File: src/hw/rtl/utlf_pkg.sv
// ----------------------------------------------------------------------------
// utlf_pkg - shared types and constants for the tank level filter
// Arithmetic constants, register map, sequencer states and control bundle.
// ----------------------------------------------------------------------------
package utlf_pkg;

   // default echo duration width
   localparam int DURATION_BITS_DEF = 15;

   // distance scale: us * 1124 >> 8 gives Q8 centimeters
   localparam int          SCALE_BITS = 11;
   localparam logic [10:0] SCALE_Q8   = 11'd1124;
   localparam int          Q8_SHIFT   = 8;

   localparam int          DIST_BITS   = 17;
   localparam logic [16:0] DIST_MIN_Q8 = 17'd256;
   localparam logic [16:0] DIST_MAX_Q8 = 17'd128000;

   // level datapath: height is Q8 cm, 18 bits; multiplied by 1000
   localparam int          DEPTH_BITS   = 10;
   localparam int          MIN_BITS     = 7;
   localparam int          FAIL_BITS    = 3;
   localparam int          LEVEL_BITS   = 10;
   localparam int          H_BITS       = 18;
   localparam int          LEVEL_K_BITS = 10;
   localparam logic [9:0]  LEVEL_FULL   = 10'd1000;
   localparam int          QUO_BITS     = H_BITS + LEVEL_K_BITS - Q8_SHIFT;

   localparam logic [2:0]  MISS_MAX = 3'd7;

   // register reset values
   localparam logic [9:0]  DEPTH_RST = 10'd100;
   localparam logic [6:0]  MIN_RST   = 7'd20;
   localparam logic [2:0]  FAIL_RST  = 3'd5;

   localparam int CSR_ADDR_BITS = 4;

   typedef enum logic [1:0] {
      CSR_TANK_DEPTH = 2'd0,
      CSR_MIN_DIST   = 2'd1,
      CSR_FAIL_LIMIT = 2'd2
   } csr_index_type;

   typedef enum logic [3:0] {
      ST_IDLE,
      ST_MUL_DIST,
      ST_CHECK,
      ST_MEDIAN,
      ST_MUL_H,
      ST_DIV_LOAD,
      ST_DIV,
      ST_SAT,
      ST_DONE
   } state_type;

   typedef struct packed {
      logic take;
      logic mul_step;
      logic mul_level;
      logic check;
      logic median;
      logic div_load;
      logic div_step;
      logic sat;
      logic emit;
   } ctrl_type;

endpackage

File: src/hw/rtl/ultrasonic_tank_level_filter_top.sv
// ----------------------------------------------------------------------------
// ultrasonic_tank_level_filter_top - echo capture to filtered tank fill level
// Bit-serial distance scaling, three-entry median, serial level divide.
// ----------------------------------------------------------------------------
// Usage:
//   req_* carries one echo capture per item (valid/ready). rsp_* returns one
//   result item per capture: valid flag, fill level in tenths of a percent,
//   filtered Q8 distance and a fresh flag. csr_* is an APB-style port with
//   tank depth at 0x0, blind distance at 0x4 and fail limit at 0x8; write it
//   only while the block is idle.
//   Timing: one item at a time. The distance scale and the level product
//   each run through a shared shift-add multiplier one bit per cycle, and
//   the level quotient through a restoring divider one bit per cycle. A
//   miss, or a reading at or below the tank bottom, skips the level product
//   and the divide.
//   A finished item sits in the output register; the next item is taken
//   while it waits, and the sequencer only stalls at its end if rsp_ready
//   stays low. Reset restores register defaults, clears the miss count,
//   the held outputs and the fill state of the median ring.
// ----------------------------------------------------------------------------
module ultrasonic_tank_level_filter_top #(
   parameter int DURATION_BITS = utlf_pkg::DURATION_BITS_DEF
) (
   input  logic                                    clock,
   input  logic                                    reset,

   input  logic                                    req_valid,
   output logic                                    req_ready,
   input  logic                                    req_echo_present,
   input  logic                                    req_first_level,
   input  logic [DURATION_BITS-1:0]                req_first_duration,
   input  logic                                    req_second_level,
   input  logic [DURATION_BITS-1:0]                req_second_duration,

   output logic                                    rsp_valid,
   input  logic                                    rsp_ready,
   output logic                                    rsp_level_valid,
   output logic [utlf_pkg::LEVEL_BITS-1:0]         rsp_level_tenths_percent,
   output logic [utlf_pkg::DIST_BITS-1:0]          rsp_distance_q8_cm,
   output logic                                    rsp_fresh,

   input  logic                                    csr_psel,
   input  logic                                    csr_penable,
   input  logic                                    csr_pwrite,
   input  logic [utlf_pkg::CSR_ADDR_BITS-1:0]      csr_paddr,
   input  logic [31:0]                             csr_pwdata,
   output logic [31:0]                             csr_prdata,
   output logic                                    csr_pready
);
   import utlf_pkg::*;

   localparam int PROD_A    = DURATION_BITS + SCALE_BITS;
   localparam int PROD_B    = H_BITS + LEVEL_K_BITS;
   localparam int PW        = (PROD_A > PROD_B) ? PROD_A : PROD_B;
   localparam int MW        = (DURATION_BITS > H_BITS) ? DURATION_BITS : H_BITS;
   localparam int DW        = DURATION_BITS + SCALE_BITS - Q8_SHIFT;
   localparam int STEP_MAX  = (MW > QUO_BITS) ? MW : QUO_BITS;
   localparam int CNT_W     = $clog2(STEP_MAX);

   // ---------------- configuration registers ----------------
   logic [DEPTH_BITS-1:0] depth_ff;
   logic [MIN_BITS-1:0]   min_ff;
   logic [FAIL_BITS-1:0]  fail_ff;
   logic                  csr_wr;
   csr_index_type         csr_idx;

   assign csr_pready = 1'b1;
   assign csr_wr     = csr_psel & csr_penable & csr_pwrite;
   assign csr_idx    = csr_index_type'(csr_paddr[3:2]);

   always_ff @(posedge clock) begin
      if (reset) begin
         depth_ff <= DEPTH_RST;
         min_ff   <= MIN_RST;
         fail_ff  <= FAIL_RST;
      end else if (csr_wr) begin
         unique case (csr_idx)
            CSR_TANK_DEPTH: depth_ff <= csr_pwdata[DEPTH_BITS-1:0];
            CSR_MIN_DIST:   min_ff   <= csr_pwdata[MIN_BITS-1:0];
            CSR_FAIL_LIMIT: fail_ff  <= csr_pwdata[FAIL_BITS-1:0];
            default: ;
         endcase
      end
   end

   always_comb begin
      unique case (csr_idx)
         CSR_TANK_DEPTH: csr_prdata = 32'(depth_ff);
         CSR_MIN_DIST:   csr_prdata = 32'(min_ff);
         CSR_FAIL_LIMIT: csr_prdata = 32'(fail_ff);
         default:        csr_prdata = '0;
      endcase
   end

   // ---------------- sequencer ----------------
   state_type          state_ff, state_in;
   logic [CNT_W-1:0]   cnt_ff, cnt_in;
   ctrl_type           ctrl;
   logic               reading_ok;
   logic               h_pos;
   logic               out_free;
   logic               rsp_valid_ff;

   assign out_free = ~rsp_valid_ff | rsp_ready;

   always_comb begin
      state_in = state_ff;
      unique case (state_ff)
         ST_IDLE:     if (req_valid) state_in = ST_MUL_DIST;
         ST_MUL_DIST: if (cnt_ff == CNT_W'(MW - 1)) state_in = ST_CHECK;
         ST_CHECK:    state_in = reading_ok ? ST_MEDIAN : ST_DONE;
         ST_MEDIAN:   state_in = h_pos ? ST_MUL_H : ST_DONE;
         ST_MUL_H:    if (cnt_ff == CNT_W'(MW - 1)) state_in = ST_DIV_LOAD;
         ST_DIV_LOAD: state_in = ST_DIV;
         ST_DIV:      if (cnt_ff == CNT_W'(QUO_BITS - 1)) state_in = ST_SAT;
         ST_SAT:      state_in = ST_DONE;
         ST_DONE:     if (out_free) state_in = ST_IDLE;
         default:     state_in = ST_IDLE;
      endcase
   end

   always_comb begin
      ctrl           = '0;
      req_ready      = (state_ff == ST_IDLE);
      ctrl.take      = req_ready & req_valid;
      ctrl.mul_step  = (state_ff == ST_MUL_DIST) || (state_ff == ST_MUL_H);
      ctrl.mul_level = (state_ff == ST_MUL_H);
      ctrl.check     = (state_ff == ST_CHECK);
      ctrl.median    = (state_ff == ST_MEDIAN);
      ctrl.div_load  = (state_ff == ST_DIV_LOAD);
      ctrl.div_step  = (state_ff == ST_DIV);
      ctrl.sat       = (state_ff == ST_SAT);
      ctrl.emit      = (state_ff == ST_DONE) && out_free;
   end

   // step counter restarts on every state change
   assign cnt_in = (state_in != state_ff) ? '0 : cnt_ff + CNT_W'(1);

   always_ff @(posedge clock) begin
      if (reset) begin
         state_ff <= ST_IDLE;
         cnt_ff   <= '0;
      end else begin
         state_ff <= state_in;
         cnt_ff   <= cnt_in;
      end
   end

   // ---------------- shared shift-add multiplier ----------------
   logic [MW-1:0]            mcand_ff;
   logic [PW-1:0]            prod_ff;
   logic [SCALE_BITS-1:0]    mul_k;
   logic [DURATION_BITS-1:0] echo_us;
   logic [H_BITS:0]          h_wide;

   always_comb begin
      echo_us = '0;
      if (req_echo_present) begin
         if (req_first_level && (req_first_duration != '0))
            echo_us = req_first_duration;
         else if (req_second_level && (req_second_duration != '0))
            echo_us = req_second_duration;
      end
   end

   assign mul_k = ctrl.mul_level ? SCALE_BITS'(LEVEL_FULL) : SCALE_Q8;

   // MSB first: product doubles, then adds the constant on a set bit
   always_ff @(posedge clock) begin
      if (ctrl.take) begin
         mcand_ff <= MW'(echo_us);
         prod_ff  <= '0;
      end else if (ctrl.median) begin
         mcand_ff <= MW'(h_wide[H_BITS-1:0]);
         prod_ff  <= '0;
      end else if (ctrl.mul_step) begin
         mcand_ff <= {mcand_ff[MW-2:0], 1'b0};
         prod_ff  <= {prod_ff[PW-2:0], 1'b0} + (mcand_ff[MW-1] ? PW'(mul_k) : '0);
      end
   end

   // ---------------- range check, ring, median ----------------
   logic [DW-1:0]         dist_raw;
   logic [DIST_BITS-1:0]  dist_ff;
   logic [DIST_BITS-1:0]  ring_ff [3];
   logic [1:0]            ring_idx_ff;
   logic [1:0]            ring_idx_in;
   logic                  filling_ff;
   logic [FAIL_BITS-1:0]  miss_ff;
   logic [FAIL_BITS-1:0]  miss_inc;
   logic                  held_valid_ff;
   logic [LEVEL_BITS-1:0] held_level_ff;
   logic [DIST_BITS-1:0]  held_dist_ff;
   logic                  fresh_ff;
   logic [DIST_BITS-1:0]  filtered;

   function automatic logic [DIST_BITS-1:0] mid3(input logic [DIST_BITS-1:0] a,
                                                 input logic [DIST_BITS-1:0] b,
                                                 input logic [DIST_BITS-1:0] c);
      logic ab, bc, ac;
      ab = (a > b);
      bc = (b > c);
      ac = (a > c);
      if (ab == bc)      mid3 = b;
      else if (ab == ac) mid3 = c;
      else               mid3 = a;
   endfunction

   assign dist_raw   = prod_ff[DW+Q8_SHIFT-1:Q8_SHIFT];
   assign reading_ok = (32'(dist_raw) >= 32'(DIST_MIN_Q8)) &&
                       (32'(dist_raw) <= 32'(DIST_MAX_Q8));
   assign miss_inc   = (miss_ff < MISS_MAX) ? miss_ff + 3'd1 : miss_ff;
   assign ring_idx_in = (ring_idx_ff >= 2'd2) ? 2'd0 : ring_idx_ff + 2'd1;
   assign filtered   = filling_ff ? dist_ff : mid3(ring_ff[0], ring_ff[1], ring_ff[2]);

   always_ff @(posedge clock) begin
      if (ctrl.check && reading_ok) begin
         ring_ff[(ring_idx_ff > 2'd2) ? 2'd0 : ring_idx_ff] <= DIST_BITS'(dist_raw);
         dist_ff <= DIST_BITS'(dist_raw);
      end
   end

   // ---------------- level: height, full scale, serial divide ----------------
   logic [DEPTH_BITS:0]      full_wide;
   logic [DEPTH_BITS-1:0]    full_scale;
   logic [QUO_BITS-1:0]      quo_ff;
   logic [DEPTH_BITS-1:0]    rem_ff;
   logic [DEPTH_BITS:0]      rem_sh;
   logic                     rem_ge;

   assign h_wide = {1'b0, depth_ff, 8'h00} - {2'b00, filtered};
   assign h_pos  = ~h_wide[H_BITS] && (h_wide != '0);

   assign full_wide  = {1'b0, depth_ff} - {4'b0000, min_ff};
   assign full_scale = (full_wide[DEPTH_BITS] || (full_wide == '0)) ?
                       DEPTH_BITS'(1) : full_wide[DEPTH_BITS-1:0];

   // h*1000/(F*256) = floor(floor(h*1000/256)/F)
   assign rem_sh = {rem_ff, quo_ff[QUO_BITS-1]};
   assign rem_ge = (rem_sh >= {1'b0, full_scale});

   always_ff @(posedge clock) begin
      if (ctrl.div_load) begin
         quo_ff <= prod_ff[PROD_B-1:Q8_SHIFT];
         rem_ff <= '0;
      end else if (ctrl.div_step) begin
         quo_ff <= {quo_ff[QUO_BITS-2:0], rem_ge};
         rem_ff <= rem_ge ? DEPTH_BITS'(rem_sh - {1'b0, full_scale})
                          : rem_sh[DEPTH_BITS-1:0];
      end
   end

   // ---------------- held state ----------------
   always_ff @(posedge clock) begin
      if (reset) begin
         ring_idx_ff   <= '0;
         filling_ff    <= 1'b1;
         miss_ff       <= '0;
         held_valid_ff <= 1'b0;
         held_level_ff <= '0;
         held_dist_ff  <= '0;
         fresh_ff      <= 1'b0;
      end else begin
         if (ctrl.check) begin
            fresh_ff <= reading_ok;
            if (reading_ok) begin
               ring_idx_ff <= ring_idx_in;
               if (ring_idx_in == 2'd0) filling_ff <= 1'b0;
            end else if (miss_inc >= fail_ff) begin
               held_valid_ff <= 1'b0;
               held_level_ff <= '0;
               held_dist_ff  <= '0;
               miss_ff       <= fail_ff;
            end else begin
               miss_ff <= miss_inc;
            end
         end
         if (ctrl.median) begin
            held_dist_ff  <= filtered;
            held_valid_ff <= 1'b1;
            miss_ff       <= '0;
            if (!h_pos) held_level_ff <= '0;
         end
         if (ctrl.sat) begin
            held_level_ff <= (quo_ff > QUO_BITS'(LEVEL_FULL)) ? LEVEL_FULL
                                                               : quo_ff[LEVEL_BITS-1:0];
         end
      end
   end

   // ---------------- output register ----------------
   logic                  out_valid_ff;
   logic [LEVEL_BITS-1:0] out_level_ff;
   logic [DIST_BITS-1:0]  out_dist_ff;
   logic                  out_fresh_ff;

   always_ff @(posedge clock) begin
      if (reset) begin
         rsp_valid_ff <= 1'b0;
      end else if (ctrl.emit) begin
         rsp_valid_ff <= 1'b1;
      end else if (rsp_ready) begin
         rsp_valid_ff <= 1'b0;
      end
   end

   always_ff @(posedge clock) begin
      if (ctrl.emit) begin
         out_valid_ff <= held_valid_ff;
         out_level_ff <= held_level_ff;
         out_dist_ff  <= held_dist_ff;
         out_fresh_ff <= fresh_ff;
      end
   end

   assign rsp_valid                = rsp_valid_ff;
   assign rsp_level_valid          = out_valid_ff;
   assign rsp_level_tenths_percent = out_level_ff;
   assign rsp_distance_q8_cm       = out_dist_ff;
   assign rsp_fresh                = out_fresh_ff;

endmodule
File: config.mk
export PLATFORM = sky130hd
export DESIGN_NAME = ultrasonic_tank_level_filter_top
export DESIGN_NICKNAME = d
export VERILOG_FILES = /design/src/hw/rtl/utlf_pkg.sv /design/src/hw/rtl/ultrasonic_tank_level_filter_top.sv
export SDC_FILE = /design/constraint.sdc
export NUM_CORES = 1
export LEC_CHECK = 0
export BUFFER_PORTS_ARGS = -buffer_cell sky130_fd_sc_hd__buf_2
export CORE_MARGIN = 4
export CORE_UTILIZATION = 54
export CTS_CLUSTER_DIAMETER = 60
export DETAILED_ROUTE_END_ITERATION = 16
export PLACE_DENSITY = 0.74
export SLEW_MARGIN = 5
export SYNTH_ARGS = -nofsm -noshare
export SYNTH_HDL_FRONTEND = slang
export SYNTH_SLANG_ARGS = --single-unit
File: constraint.sdc
create_clock -name clock -period 7.3 [get_ports clock]
set_input_delay 0.73 -clock clock [delete_from_list [all_inputs] [get_ports clock]]
set_output_delay 0.73 -clock clock [all_outputs]
set_load 0.02 [all_outputs]
==> results.json <==
{
  "status": "finished, final reports clean",
  "htreeDepth": 1,
  "post_cts_buffers": 0,
  "firstDrtPassIters": 5,
  "clkTransAtPathRegs_ns": 0.06,
  "start_util": 0.555,
  "wl_per_cell_um": 18.4,
  "r2r_slack_ns": 0.90,
  "dp_hpwl_um": 24200,
  "ant_nets": 0,
  "p_leak_uw": 0.00598,
  "post_cts_resize_count": 0,
  "fin_nets": 1653,
  "hold_end": "depth_ff[6]$_SDFFE_PP1P_",
  "start_kind": "flip-flop",
  "cts_buffers": 25,
  "gp_congestion": 0.932,
  "cts.path.max_buffers": 3,
  "ir_drop_mv": 0.210,
  "ys_seq_area_frac": 0.444,
  "power_density_mw_per_mm2": 201,
  "cap_viol_max_count": 0,
  "rsz0062_at_grt": "no",
  "die_y_um": 167,
  "area_delta_synth_final_pct": 11.6,
  "rr_worst_depth": 25,
  "pin_count": 140,
  "cts.sink_count": 236,
  "die_w_um": 167,
  "synth_edf_count": 132,
  "yosysUniqueCellTypes": 92,
  "drtIter0Drc": 937,
  "finClkSkew_ns": 0.0179,
  "drc": 0,
  "clock_latency_ns": 0.53,
  "setup_ws_ns": 0.903,
  "critPathRequiredTime_ns": 7.70,
  "synth_flop_cell": "edfxtp_1",
  "synth.avg_cell_area_um2": 9.74,
  "arrival_ns": 6.80,
  "grt_pass1_vias": 10600,
  "ys_warn_count": 0,
  "critPathCaptureType": "flip-flop",
  "critPathKind": "flip-flop to flip-flop",
  "syn_inst": 1399,
  "vias": 10900,
  "finalSetupViolations": 0,
  "holdPathStages": 3,
  "tightest_slew_ns": 1.17,
  "die_area_mm2": 0.0278,
  "placementRows": 57,
  "track_usage": 0.235,
  "reg2reg_from": "ring_ff[1][11]$_DFFE_PP_",
  "hp-class": "input pin to flip-flop",
  "root_buffer": "clkbuf_16",
  "grt_antenna_before_repair": 0,
  "period_needed_ns": 6.40,
  "synth_commonest_cells": "edfxtp_1, nand2_1, nor2_1",
  "postCtsHoldBufs": 0,
  "via_per_inst": 5.98,
  "setup_tns_ns": 0,
  "period_share": 0.876,
  "wirelength_um": 33500,
  "core-area_mm2": 0.0245,
  "antennaDiodeCount": 0,
  "holdWs_ns": 0.428,
  "synthArstFlopShare": 0,
  "register_area_mm2": 0.00605,
  "grt_pass1_wl_um": 54900,
  "post-synth-top-count-cell": "edfxtp_1",
  "grt_max_degree": 50,
  "crit_fanout": 18,
  "total_power_uw": 3050,
  "relSlewSlack": 0.211,
  "dpl_worst_slack_ns": 1.07,
  "min-delay-start": "csr_pwdata[6]",
  "cts_tree": "yes",
  "ys_ff_latch": 236,
  "netlist_area_mm2": 0.0136,
  "synth.top_cell.area_share": 0.291,
  "portBuffers": 92,
  "hold_viol": 0,
  "num-fill-cells": 2030,
  "multiInputGateArea_mm2": 0.00702,
  "synthTopCellsByArea": "edfxtp_1, dfxtp_1, ha_1",
  "max_clock_freq_ghz": 0.156,
  "yosysTopAreaCell": "edfxtp_1",
  "drv_slew": 0,
  "drive_gt1_frac": 0.144,
  "reg2reg_to": "held_level_ff[9]$_SDFF_PP0_",
  "overflow": 0
}
[through the flow]
step	utilization	std cells	area, um2
floorplan	-	1420	13700
global placement	0.583	1775	14300
detailed placement	0.583	1775	14300
CTS	0.619	1821	15200
global route	0.619	1821	15200
finish	0.619	1821	15200
[layer usage]
layer,track usage,share of wire,vias to the layer above
met5,0,0,-
met4,0.0751,0.033,0
met3,0.0353,0.064,70
met2,0.385,0.46,343
met1,0.322,0.44,5202
li1,-,-,5267
[placed cells by master, fill, tap and decap left out, types with 6 or more instances in the layout]
master / instances
nand3_1: 65
a21oi_1: 90
and2_1: 9
o21ai_1: 10
nor4_1: 23
nor3_1: 26
o21ai_0: 70
ha_1: 97
buf_4: 12
a22oi_1: 16
nand2_1: 129
a211oi_1: 18
o221ai_1: 6
and3_1: 14
conb_1: 23
nor2_1: 120
bufinv_16: 6
xor2_1: 22
a31oi_1: 11
a21o_1: 23
edfxtp_1: 132
mux2i_1: 28
inv_1: 73
dfxtp_1: 104
o21bai_1: 10
o211ai_1: 6
buf_2: 92
nor2b_1: 17
o2111ai_1: 7
o211ai_2: 6
or3_1: 8
xnor2_1: 28
clkbuf_16: 25
mux2_2: 23
nand2b_1: 12
nand4_1: 22
[sequential cells by signal (all words and copies together) (netlist names), 17 cells and up]
signal              flops
quo_ff                 20
held_dist_ff           17
dist_ff                17
mcand_ff               18
rsp_distance_q8_cm     17
ring_ff                51
prod_ff                26
[layout make-up]
class                           count  share of cell area
Timing Repair Buffer              104              0.0362
Clock inverter                     21              0.0182
Clock buffer                       25              0.0412
Inverter                           74              0.0183
Multi-Input combinational cell   1037               0.462
Sequential cell                   236               0.398
Tap cell                          324              0.0267
[worst max-delay path: stages (launching register included)]
cell      delay, ns
edfxtp_1       0.44
ha_1           0.32
nand4_1        0.16
or2_1          0.22
a31oi_2        0.09
or4_1          0.66
nand3_4        0.23
nand2_1        0.43
nor2_1         0.23
a211oi_1       0.07
a21oi_1        0.39
ha_1           0.38
a211oi_1       0.25
o21ai_0        0.17
and3_1         0.22
nor2_1         0.14
nor2b_1        0.06
nor2_1         0.21
o21bai_1       0.14
a21oi_1        0.17
o41a_1         0.20
xnor2_1        0.16
o21ai_0        0.21
nor4_4         0.30
buf_4          0.26
o211ai_1       0.13
[power by group]
| part | switching [uW] | internal (uW) |
|---|---|---|
| sequential | 30.6 | 1430 |
| combinational | 125 | 75.9 |
| clock | 544 | 845 |
[how the worst max path moves through the flow]
stage / from / endpoint / slack [ns]
after floorplan: ring_ff[0][4]$_DFFE_PP_ / held_level_ff[3]$_SDFF_PP0_ / 1.91
after global placement: ring_ff[0][4]$_DFFE_PP_ / held_level_ff[9]$_SDFF_PP0_ / 1.06
after detailed placement: ring_ff[0][4]$_DFFE_PP_ / held_level_ff[9]$_SDFF_PP0_ / 1.07
after CTS: ring_ff[2][12]$_DFFE_PP_ / held_level_ff[9]$_SDFF_PP0_ / 1.01
after global routing: ring_ff[0][2]$_DFFE_PP_ / held_level_ff[9]$_SDFF_PP0_ / 0.41
final: ring_ff[1][11]$_DFFE_PP_ / held_level_ff[9]$_SDFF_PP0_ / 0.90
[logic make-up (layout without fill, tap and decap cells)]
group / Yosys count / in the layout / synth area share
simple gates: 474 / 474 / 0.172
compound gates: 340 / 340 / 0.172
flops: 236 / 236 / 0.444
buf+inv: 147 / 224 / 0.0478
fa+ha+maj: 99 / 99 / 0.0920
mux: 51 / 51 / 0.0396
xor+xnor: 50 / 50 / 0.0321
other cells: 2 / 23 / 0.000551
Note: power is estimated with default switching activity, not from simulation.
